===== src/design/msd_pkg.sv =====
// ----------------------------------------------------------------------------
// msd_pkg
// Shared types and constants for the message stream deframer.
// ----------------------------------------------------------------------------
package msd_pkg;

  localparam int unsigned ByteW   = 8;
  localparam int unsigned LenW    = 16;
  localparam int unsigned AddrW   = 3;
  localparam int unsigned DataW   = 32;

  // Result event codes.
  typedef enum logic [1:0] {
    EV_DATA   = 2'd0,
    EV_EMPTY  = 2'd1,
    EV_SIGERR = 2'd2,
    EV_LENERR = 2'd3
  } event_e;

  // Register indexes, taken from the word address.
  typedef enum logic {
    REG_SIG_BYTE    = 1'b0,
    REG_MAX_PAYLOAD = 1'b1
  } reg_idx_e;

  localparam logic [ByteW-1:0] SigByteRst    = '0;
  localparam logic [LenW-1:0]  MaxPayloadRst = '1;

  typedef struct packed {
    logic [ByteW-1:0] sig_byte;
    logic [LenW-1:0]  max_payload;
  } cfg_t;

endpackage


===== src/design/msd_regs.sv =====
// ----------------------------------------------------------------------------
// msd_regs
// Configuration register file behind the APB-style port.
// ----------------------------------------------------------------------------
module msd_regs (
  input  logic                        clk_i,
  input  logic                        rst_ni,
  input  logic                        psel,
  input  logic                        penable,
  input  logic                        pwrite,
  input  logic [msd_pkg::AddrW-1:0]   paddr,
  input  logic [msd_pkg::DataW-1:0]   pwdata,
  output logic [msd_pkg::DataW-1:0]   prdata,
  output logic                        pready,
  output msd_pkg::cfg_t               cfg_o
);
  import msd_pkg::*;

  logic [ByteW-1:0] sig_byte_q;
  logic [LenW-1:0]  max_payload_q;
  logic             wr_en;
  reg_idx_e         idx;

  assign pready = 1'b1;
  assign idx    = reg_idx_e'(paddr[2]);
  assign wr_en  = psel && penable && pwrite && pready;

  always_ff @(posedge clk_i or negedge rst_ni) begin
    if (!rst_ni) begin
      sig_byte_q    <= SigByteRst;
      max_payload_q <= MaxPayloadRst;
    end else if (wr_en) begin
      case (idx)
        REG_SIG_BYTE:    sig_byte_q    <= pwdata[ByteW-1:0];
        REG_MAX_PAYLOAD: max_payload_q <= pwdata[LenW-1:0];
        default: ;
      endcase
    end
  end

  always_comb begin
    case (idx)
      REG_SIG_BYTE:    prdata = {{(DataW-ByteW){1'b0}}, sig_byte_q};
      REG_MAX_PAYLOAD: prdata = {{(DataW-LenW){1'b0}}, max_payload_q};
      default:         prdata = '0;
    endcase
  end

  assign cfg_o.sig_byte    = sig_byte_q;
  assign cfg_o.max_payload = max_payload_q;

endmodule


===== src/design/msd_core.sv =====
// ----------------------------------------------------------------------------
// msd_core
// Input byte register, frame parser and result register.
// ----------------------------------------------------------------------------
module msd_core (
  input  logic                      clk_i,
  input  logic                      rst_ni,
  input  msd_pkg::cfg_t             cfg_i,
  input  logic                      in_valid_i,
  output logic                      in_stall_o,
  input  logic [msd_pkg::ByteW-1:0] rx_byte_i,
  output logic                      out_valid_o,
  input  logic                      out_stall_i,
  output logic [1:0]                event_res_o,
  output logic [msd_pkg::ByteW-1:0] msg_type_o,
  output logic [msd_pkg::ByteW-1:0] msg_flags_o,
  output logic [msd_pkg::LenW-1:0]  msg_length_o,
  output logic [msd_pkg::ByteW-1:0] data_byte_o,
  output logic                      last_of_message_o
);
  import msd_pkg::*;

  typedef enum logic [2:0] {
    PH_SIG     = 3'd0,
    PH_TYPE    = 3'd1,
    PH_FLAGS   = 3'd2,
    PH_LEN_HI  = 3'd3,
    PH_LEN_LO  = 3'd4,
    PH_PAYLOAD = 3'd5,
    PH_DEAD    = 3'd6
  } phase_e;

  // Input register.
  logic             in_vld_q;
  logic [ByteW-1:0] in_byte_q;

  // Frame state.
  phase_e           phase_q, phase_d;
  logic [ByteW-1:0] held_type_q, held_type_d;
  logic [ByteW-1:0] held_flags_q, held_flags_d;
  logic [LenW-1:0]  held_len_q, held_len_d;
  logic [LenW-1:0]  left_q, left_d;

  // Result register.
  logic             out_vld_q;
  event_e           ev_q, ev_d;
  logic [ByteW-1:0] type_q, type_d;
  logic [ByteW-1:0] flags_q, flags_d;
  logic [LenW-1:0]  len_q, len_d;
  logic [ByteW-1:0] data_q, data_d;
  logic             last_q, last_d;
  logic             res_d;

  logic             advance;
  logic             take;
  logic [LenW-1:0]  len_full;
  logic [LenW-1:0]  left_dec;

  // The parsed byte leaves the input register whenever the result register
  // is free or is being drained in this cycle.
  assign advance    = in_vld_q && (!out_vld_q || !out_stall_i);
  assign in_stall_o = in_vld_q && !advance;
  assign take       = in_valid_i && !in_stall_o;

  assign len_full = {held_len_q[LenW-1:ByteW], in_byte_q};
  assign left_dec = left_q - LenW'(1);

  always_comb begin
    phase_d      = phase_q;
    held_type_d  = held_type_q;
    held_flags_d = held_flags_q;
    held_len_d   = held_len_q;
    left_d       = left_q;
    res_d        = 1'b0;
    ev_d         = EV_DATA;
    type_d       = '0;
    flags_d      = '0;
    len_d        = '0;
    data_d       = '0;
    last_d       = 1'b0;
    case (phase_q)
      PH_SIG: begin
        if (in_byte_q != cfg_i.sig_byte) begin
          phase_d = PH_DEAD;
          res_d   = 1'b1;
          ev_d    = EV_SIGERR;
        end else begin
          phase_d = PH_TYPE;
        end
      end
      PH_TYPE: begin
        held_type_d = in_byte_q;
        phase_d     = PH_FLAGS;
      end
      PH_FLAGS: begin
        held_flags_d = in_byte_q;
        phase_d      = PH_LEN_HI;
      end
      PH_LEN_HI: begin
        held_len_d = {in_byte_q, {ByteW{1'b0}}};
        phase_d    = PH_LEN_LO;
      end
      PH_LEN_LO: begin
        held_len_d = len_full;
        type_d     = held_type_q;
        flags_d    = held_flags_q;
        if (len_full > cfg_i.max_payload) begin
          phase_d = PH_DEAD;
          res_d   = 1'b1;
          ev_d    = EV_LENERR;
          len_d   = len_full;
        end else if (len_full == '0) begin
          phase_d = PH_SIG;
          left_d  = '0;
          res_d   = 1'b1;
          ev_d    = EV_EMPTY;
          last_d  = 1'b1;
        end else begin
          left_d  = len_full;
          phase_d = PH_PAYLOAD;
        end
      end
      PH_PAYLOAD: begin
        left_d  = left_dec;
        res_d   = 1'b1;
        ev_d    = EV_DATA;
        type_d  = held_type_q;
        flags_d = held_flags_q;
        len_d   = held_len_q;
        data_d  = in_byte_q;
        last_d  = (left_dec == '0);
        if (left_dec == '0) begin
          phase_d = PH_SIG;
        end
      end
      default: ;
    endcase
  end

  always_ff @(posedge clk_i or negedge rst_ni) begin
    if (!rst_ni) begin
      in_vld_q     <= 1'b0;
      out_vld_q    <= 1'b0;
      phase_q      <= PH_SIG;
      held_type_q  <= '0;
      held_flags_q <= '0;
      held_len_q   <= '0;
      left_q       <= '0;
    end else begin
      if (take) begin
        in_vld_q  <= 1'b1;
        in_byte_q <= rx_byte_i;
      end else if (advance) begin
        in_vld_q <= 1'b0;
      end

      if (advance) begin
        phase_q      <= phase_d;
        held_type_q  <= held_type_d;
        held_flags_q <= held_flags_d;
        held_len_q   <= held_len_d;
        left_q       <= left_d;
        out_vld_q    <= res_d;
        if (res_d) begin
          ev_q    <= ev_d;
          type_q  <= type_d;
          flags_q <= flags_d;
          len_q   <= len_d;
          data_q  <= data_d;
          last_q  <= last_d;
        end
      end else if (out_vld_q && !out_stall_i) begin
        out_vld_q <= 1'b0;
      end
    end
  end

  assign out_valid_o       = out_vld_q;
  assign event_res_o       = ev_q;
  assign msg_type_o        = type_q;
  assign msg_flags_o       = flags_q;
  assign msg_length_o      = len_q;
  assign data_byte_o       = data_q;
  assign last_of_message_o = last_q;

endmodule


===== src/design/message_stream_deframer.sv =====
// ----------------------------------------------------------------------------
// message_stream_deframer
// Splits a byte stream into signature/type/flags/length framed messages.
// ----------------------------------------------------------------------------
// The block takes one received byte per clock, unless in_stall_o holds it, and gives
// at most one transfer per byte: each payload byte tagged with its frame's type,
// flags and length, an empty-message event for a zero-length frame, or a single
// signature or length error after which all bytes are dropped until reset. A
// byte passes through an input register and the parser into the result
// register, which loads only while it is free or being drained. The sustained
// rate is one byte per cycle, limited only by downstream stall.
module message_stream_deframer (
  input  logic                      clk_i,
  input  logic                      rst_ni,
  input  logic                      psel,
  input  logic                      penable,
  input  logic                      pwrite,
  input  logic [msd_pkg::AddrW-1:0] paddr,
  input  logic [msd_pkg::DataW-1:0] pwdata,
  output logic [msd_pkg::DataW-1:0] prdata,
  output logic                      pready,
  input  logic                      in_valid_i,
  output logic                      in_stall_o,
  input  logic [msd_pkg::ByteW-1:0] rx_byte_i,
  output logic                      out_valid_o,
  input  logic                      out_stall_i,
  output logic [1:0]                event_res_o,
  output logic [msd_pkg::ByteW-1:0] msg_type_o,
  output logic [msd_pkg::ByteW-1:0] msg_flags_o,
  output logic [msd_pkg::LenW-1:0]  msg_length_o,
  output logic [msd_pkg::ByteW-1:0] data_byte_o,
  output logic                      last_of_message_o
);
  import msd_pkg::*;

  cfg_t cfg;

  msd_regs u_regs (
    .clk_i   (clk_i),
    .rst_ni  (rst_ni),
    .psel    (psel),
    .penable (penable),
    .pwrite  (pwrite),
    .paddr   (paddr),
    .pwdata  (pwdata),
    .prdata  (prdata),
    .pready  (pready),
    .cfg_o   (cfg)
  );

  msd_core u_core (
    .clk_i             (clk_i),
    .rst_ni            (rst_ni),
    .cfg_i             (cfg),
    .in_valid_i        (in_valid_i),
    .in_stall_o        (in_stall_o),
    .rx_byte_i         (rx_byte_i),
    .out_valid_o       (out_valid_o),
    .out_stall_i       (out_stall_i),
    .event_res_o       (event_res_o),
    .msg_type_o        (msg_type_o),
    .msg_flags_o       (msg_flags_o),
    .msg_length_o      (msg_length_o),
    .data_byte_o       (data_byte_o),
    .last_of_message_o (last_of_message_o)
  );

endmodule


===== config.mk =====
export PLATFORM = sky130hd
export DESIGN_NAME = message_stream_deframer
export DESIGN_NICKNAME = d
export VERILOG_FILES = /design/src/design/msd_pkg.sv /design/src/design/msd_regs.sv /design/src/design/msd_core.sv /design/src/design/message_stream_deframer.sv
export SDC_FILE = /design/constraint.sdc
export NUM_CORES = 1
export LEC_CHECK = 0
export BUFFER_PORTS_ARGS = -buffer_cell sky130_fd_sc_hd__clkbuf_2
export CAP_MARGIN = 40
export CORE_ASPECT_RATIO = 0.7
export CORE_MARGIN = 4
export CORE_UTILIZATION = 30
export CTS_BUF_LIST = sky130_fd_sc_hd__clkbuf_4 sky130_fd_sc_hd__clkbuf_8
export DETAILED_ROUTE_END_ITERATION = 16
export GPL_TIMING_DRIVEN = 1
export PLACE_DENSITY_LB_ADDON = 0.1
export SETUP_SLACK_MARGIN = 0.2
export SKIP_CTS_REPAIR_TIMING = 1
export SLEW_MARGIN = 20
export SYNTH_ARGS = -nofsm -noshare
export SYNTH_HDL_FRONTEND = slang
export SYNTH_SLANG_ARGS = --single-unit

===== constraint.sdc =====
create_clock -name clk_i -period 8.8 [get_ports clk_i]
set_clock_uncertainty 0.05 [all_clocks]
set_input_delay 1.76 -clock clk_i [delete_from_list [all_inputs] [get_ports clk_i]]
set_output_delay 1.76 -clock clk_i [all_outputs]
set_load 0.02 [all_outputs]

==> out/results.txt <==
VDD sags by at most 104 uV. The run gives 2 as the number of buffers between clock root and the deepest sink. In the routed design, unresolved DRC markers number 0. The tools report the total wire length as 17800 um. The transition time at the pin with the least slew margin was 0.846 ns. Among all stages on the critical path, the largest delay is contributed by mux2_2. Endpoint of the most critical register-to-register path: u_core.data_byte_o[0]. TritonCTS built the clock tree. The critical path crosses 3 cells after its start point.

Pin placement for this block handled 128 I/O pins. In this run the power density over the cells is 316 mW/mm2. The worst setup path is captured at an output port. At the later pin of the worst-skew pair, clock insertion delay measures 0.45 ns. The kind of cell with the highest combined delay along the critical path is buffers and inverters. The number of failing setup endpoints in the final timing report came out at 0. Placed instance area: 0.00728 mm2.

The maximum operating frequency is 224 MHz. The Yosys step of the flow raised 0 warnings. The overall die width is 185 um, and the total core area is 0.0216 mm2. The post-layout instance area is 0.00774 mm2, and the overall power consumption is 2.45 mW. CTS H-tree depth: 4.

Fraction of the yosys area taken by sequential cells: 0.527. The starting density of the core is 0.305, and the register-to-register path setup slack is 4.79 ns. Yosys mapped a number of flops with a built-in enable equal to 51. The least setup slack across all paths after layout came out at 4.33 ns. The most prevalent standard cell on the critical path is clkbuf_2. In this run the worst path has a maximum fanout of 18. Tracing the worst setup path back leads to its startpoint at paddr[2].

In this run the top signal layer used is met4. In this run the cell area of the synthesized design comes to 0.00660 mm2. The average cell area after synthesis works out to 11.0 um2. Critical path start-end classification: input pin to output port. The worst-case headroom to the max-slew limit is 0.436, and the overall fraction of global-route tracks in use is 0.148. The tree is rooted in a clkbuf_8. The tree built by TritonCTS fans out to 128 sinks.

The clock input transition at the sequential cells of the worst setup and hold paths works out to 0.07 ns. The flow ran to the end, and the final reports show no timing, DRC or antenna violations. At the end of the flow, the number of nets in the layout was 756.

The number of maximum-capacitance constraint violations was 0; the post-place setup slack was 4.31 ns. The critical path goes through clkbuf_2, mux2_2, clkbuf_2. The number of antenna diodes in the final layout is 0. The violation count after the first detailed-route iteration is 295. The met2 wire length was 7600 um. Routability-driven placement finished with a final weighted congestion of 0.872.

The worst register-to-register path begins at u_core.in_byte_q[6]. The worst hold margin is 0.433 ns. The end point of the critical path is prdata[4]. Clock tree synthesis inserted a total of 17 buffers.

The share of flip-flops with an asynchronous set or reset after synthesis came out at 0.602. Setup repair after global routing left no endpoint under its margin. The static leakage came out at 3.28 nW.

In the synthesized netlist the dominant register cell turns out to be dfrtp_1. STA puts the critical path data required time at 6.99 ns. The run gives 0 as the final count of pins violating max slew.

The number of instances in the synthesized netlist is 600, and the number of hold-slack violations in the final timing report is 0. The summed negative setup slack over all endpoints was 0 ns; the met1 layer wirelength in the final routing was 8890 um. The critical path's largest stage delay works out to 0.39 ns. The cell depth of the worst flop-to-flop path works out to 8. Counting both buffers and inverters, the worst setup path holds a total of 2. The initial antenna violation count was 0; the number of register bits inferred by synthesis was 128. The count of nets left with antenna violations once routing finished came out at 0. The first TritonRoute pass finished after 5 iterations. The tools report the launching element type of the critical path as an input pin. The routed layout has 4903 vias. Data on the critical path arrives at its endpoint at 2.66 ns.

After filler insertion, the fill cell instance count of the layout stands at 2226. For the number of different library cells in the post-synthesis netlist, the log shows 67. Detailed routing placed a total of 985 um of wire on met3. The final period utilization was 0.508.

Entering global routing, the biggest net connects 56 pins. The mean number of vias per cell works out to 5.00. The shortest clock period the worst path allows after layout is 4.47 ns, and the area overhead of the layout relative to synthesis is 17.4%. Leaving out fill and tap cells, the most frequent cell in the layout is clkbuf_2. The die covers 0.0245 mm2.

Buffers placed on the I/O ports in this run total 92. The first global-routing pass estimated 27800 um of wire. The height of the chip is 132 um. Half-perimeter wire length of the detailed placement result: 12600 um.

The library cells used most frequently in the layout, excluding fill and tap cells, are clkbuf_2, dfrtp_1, nand2_1. The detailed-route wire length per cell works out to 18.2 um. After floorplanning, the core was divided into 45 placement rows. The proportion of layout cells with a drive suffix above 1 was 0.306; the overflow left after global routing was 0. In this run the worst hold path is classified as flip-flop to flip-flop. The number of global-route vias before repair was 4905.
==> metrics by stage <==
| step | utilization | instances |
|---|---|---|
| after floorplan | - | 615 |
| after global placement | 0.335 | 943 |
| after detailed placement | 0.337 | 947 |
| after CTS | 0.356 | 979 |
| after global routing | 0.358 | 981 |
| final | 0.358 | 981 |
==> how the worst min path moves through the flow <==
stage | startpoint | end | slack [ns] | cells past startpoint
5_1_grt | u_core.held_type_q[6] | u_core.held_type_q[6] | 0.48 | 1
6_report | u_core.held_flags_q[0] | u_core.held_flags_q[0] | 0.43 | 2
4_1_cts | u_core.held_flags_q[0] | u_core.held_flags_q[0] | 0.44 | 2
3_3_place_gp | u_core.held_flags_q[0] | u_core.held_flags_q[0] | 0.42 | 2
3_5_place_dp | u_core.held_flags_q[0] | u_core.held_flags_q[0] | 0.42 | 2
2_1_floorplan | u_core.held_flags_q[0] | u_core.held_flags_q[0] | 0.39 | 2
==> layer usage <==
layer  up-vias  track usage
met4         0       0.0493
li1       2307            -
met1      2409        0.219
met5         -            0
met3        27       0.0356
met2       160        0.210
==> sequential cells by signal (all words and copies together), names as in the netlist, 16 cells and up <==
register              count
u_core.msg_length_o      16
u_core.left_q            16
u_regs.max_payload_q     16
u_core.held_len_q        16
==> synth_stat cells (2+ instances only) <==
cell,number,area share
dfrtp_1,61,0.23
nand2_1,53,0.030
edfxtp_1,51,0.23
mux2_2,48,0.082
a21oi_1,34,0.026
and2_1,33,0.031
clkbuf_1,26,0.015
nor2_1,24,0.014
o21ai_0,23,0.017
inv_1,21,0.012
nand3_1,21,0.016
buf_4,20,0.023
ha_1,20,0.038
dfstp_2,16,0.064
and3_1,11,0.010
nor2b_1,10,0.0095
nor3_1,9,0.0068
a32oi_1,8,0.011
nor4_1,8,0.0076
xor2_1,8,0.011
nand2b_1,7,0.0066
a31oi_1,6,0.0057
or3_1,6,0.0057
o22ai_1,5,0.0047
buf_2,4,0.0030
nand4_1,4,0.0038
nand4b_1,4,0.0053
o211ai_1,4,0.0046
a21o_1,3,0.0034
nand3b_1,3,0.0034
nor2_2,3,0.0028
o31ai_1,3,0.0034
a211o_1,2,0.0027
a22oi_1,2,0.0023
a2bb2oi_1,2,0.0027
and4_1,2,0.0027
clkinv_1,2,0.0011
conb_1,2,0.0011
nand4_2,2,0.0038
o211a_1,2,0.0030
==> logic make-up (layout without fill, tap and decap cells) <==
| kind of cell | after synthesis | count (layout) | synth area share |
|---|---|---|---|
| buffers and inverters | 73 | 157 | 0.0537 |
| multiplexers | 49 | 49 | 0.0835 |
| other | 2 | 17 | 0.00114 |
| flip-flops | 128 | 128 | 0.527 |
| AND/OR/NAND/NOR | 208 | 208 | 0.173 |
| XOR/XNOR | 8 | 8 | 0.0106 |
| adder cells (fa/ha/maj) | 20 | 20 | 0.0379 |
| AO/OA/AOI/OAI | 112 | 112 | 0.113 |
==> worst reg2reg max path, delay by kind of cell (launching register included) <==
kind                     cells  cell delay [ns]
adder cells (fa/ha/maj)      1             0.46
buffers and inverters        1             0.46
AO/OA/AOI/OAI                4             1.64
flip-flops                   1             0.69
AND/OR/NAND/NOR              2             0.31
==> report_power, final <==
| part | internal (mW) | switching, mW |
|---|---|---|
| logic | 0.353 | 0.550 |
| registers | 0.826 | 0.177 |
| clock network | 0.296 | 0.244 |
| total | 1.47 | 0.971 |
==> cell type report <==
cell class | count | area, um2 | share of cell area
clock inverters | 12 | 159 | 0.0205
well taps | 282 | 353 | 0.0456
multi-input cells | 414 | 2830 | 0.366
inverters | 23 | 86.3 | 0.0112
repair buffers | 102 | 571 | 0.0737
flip-flops and latches | 128 | 3480 | 0.449
clock buffers | 20 | 263 | 0.0339
Note: power is estimated with default switching activity, not from simulation.
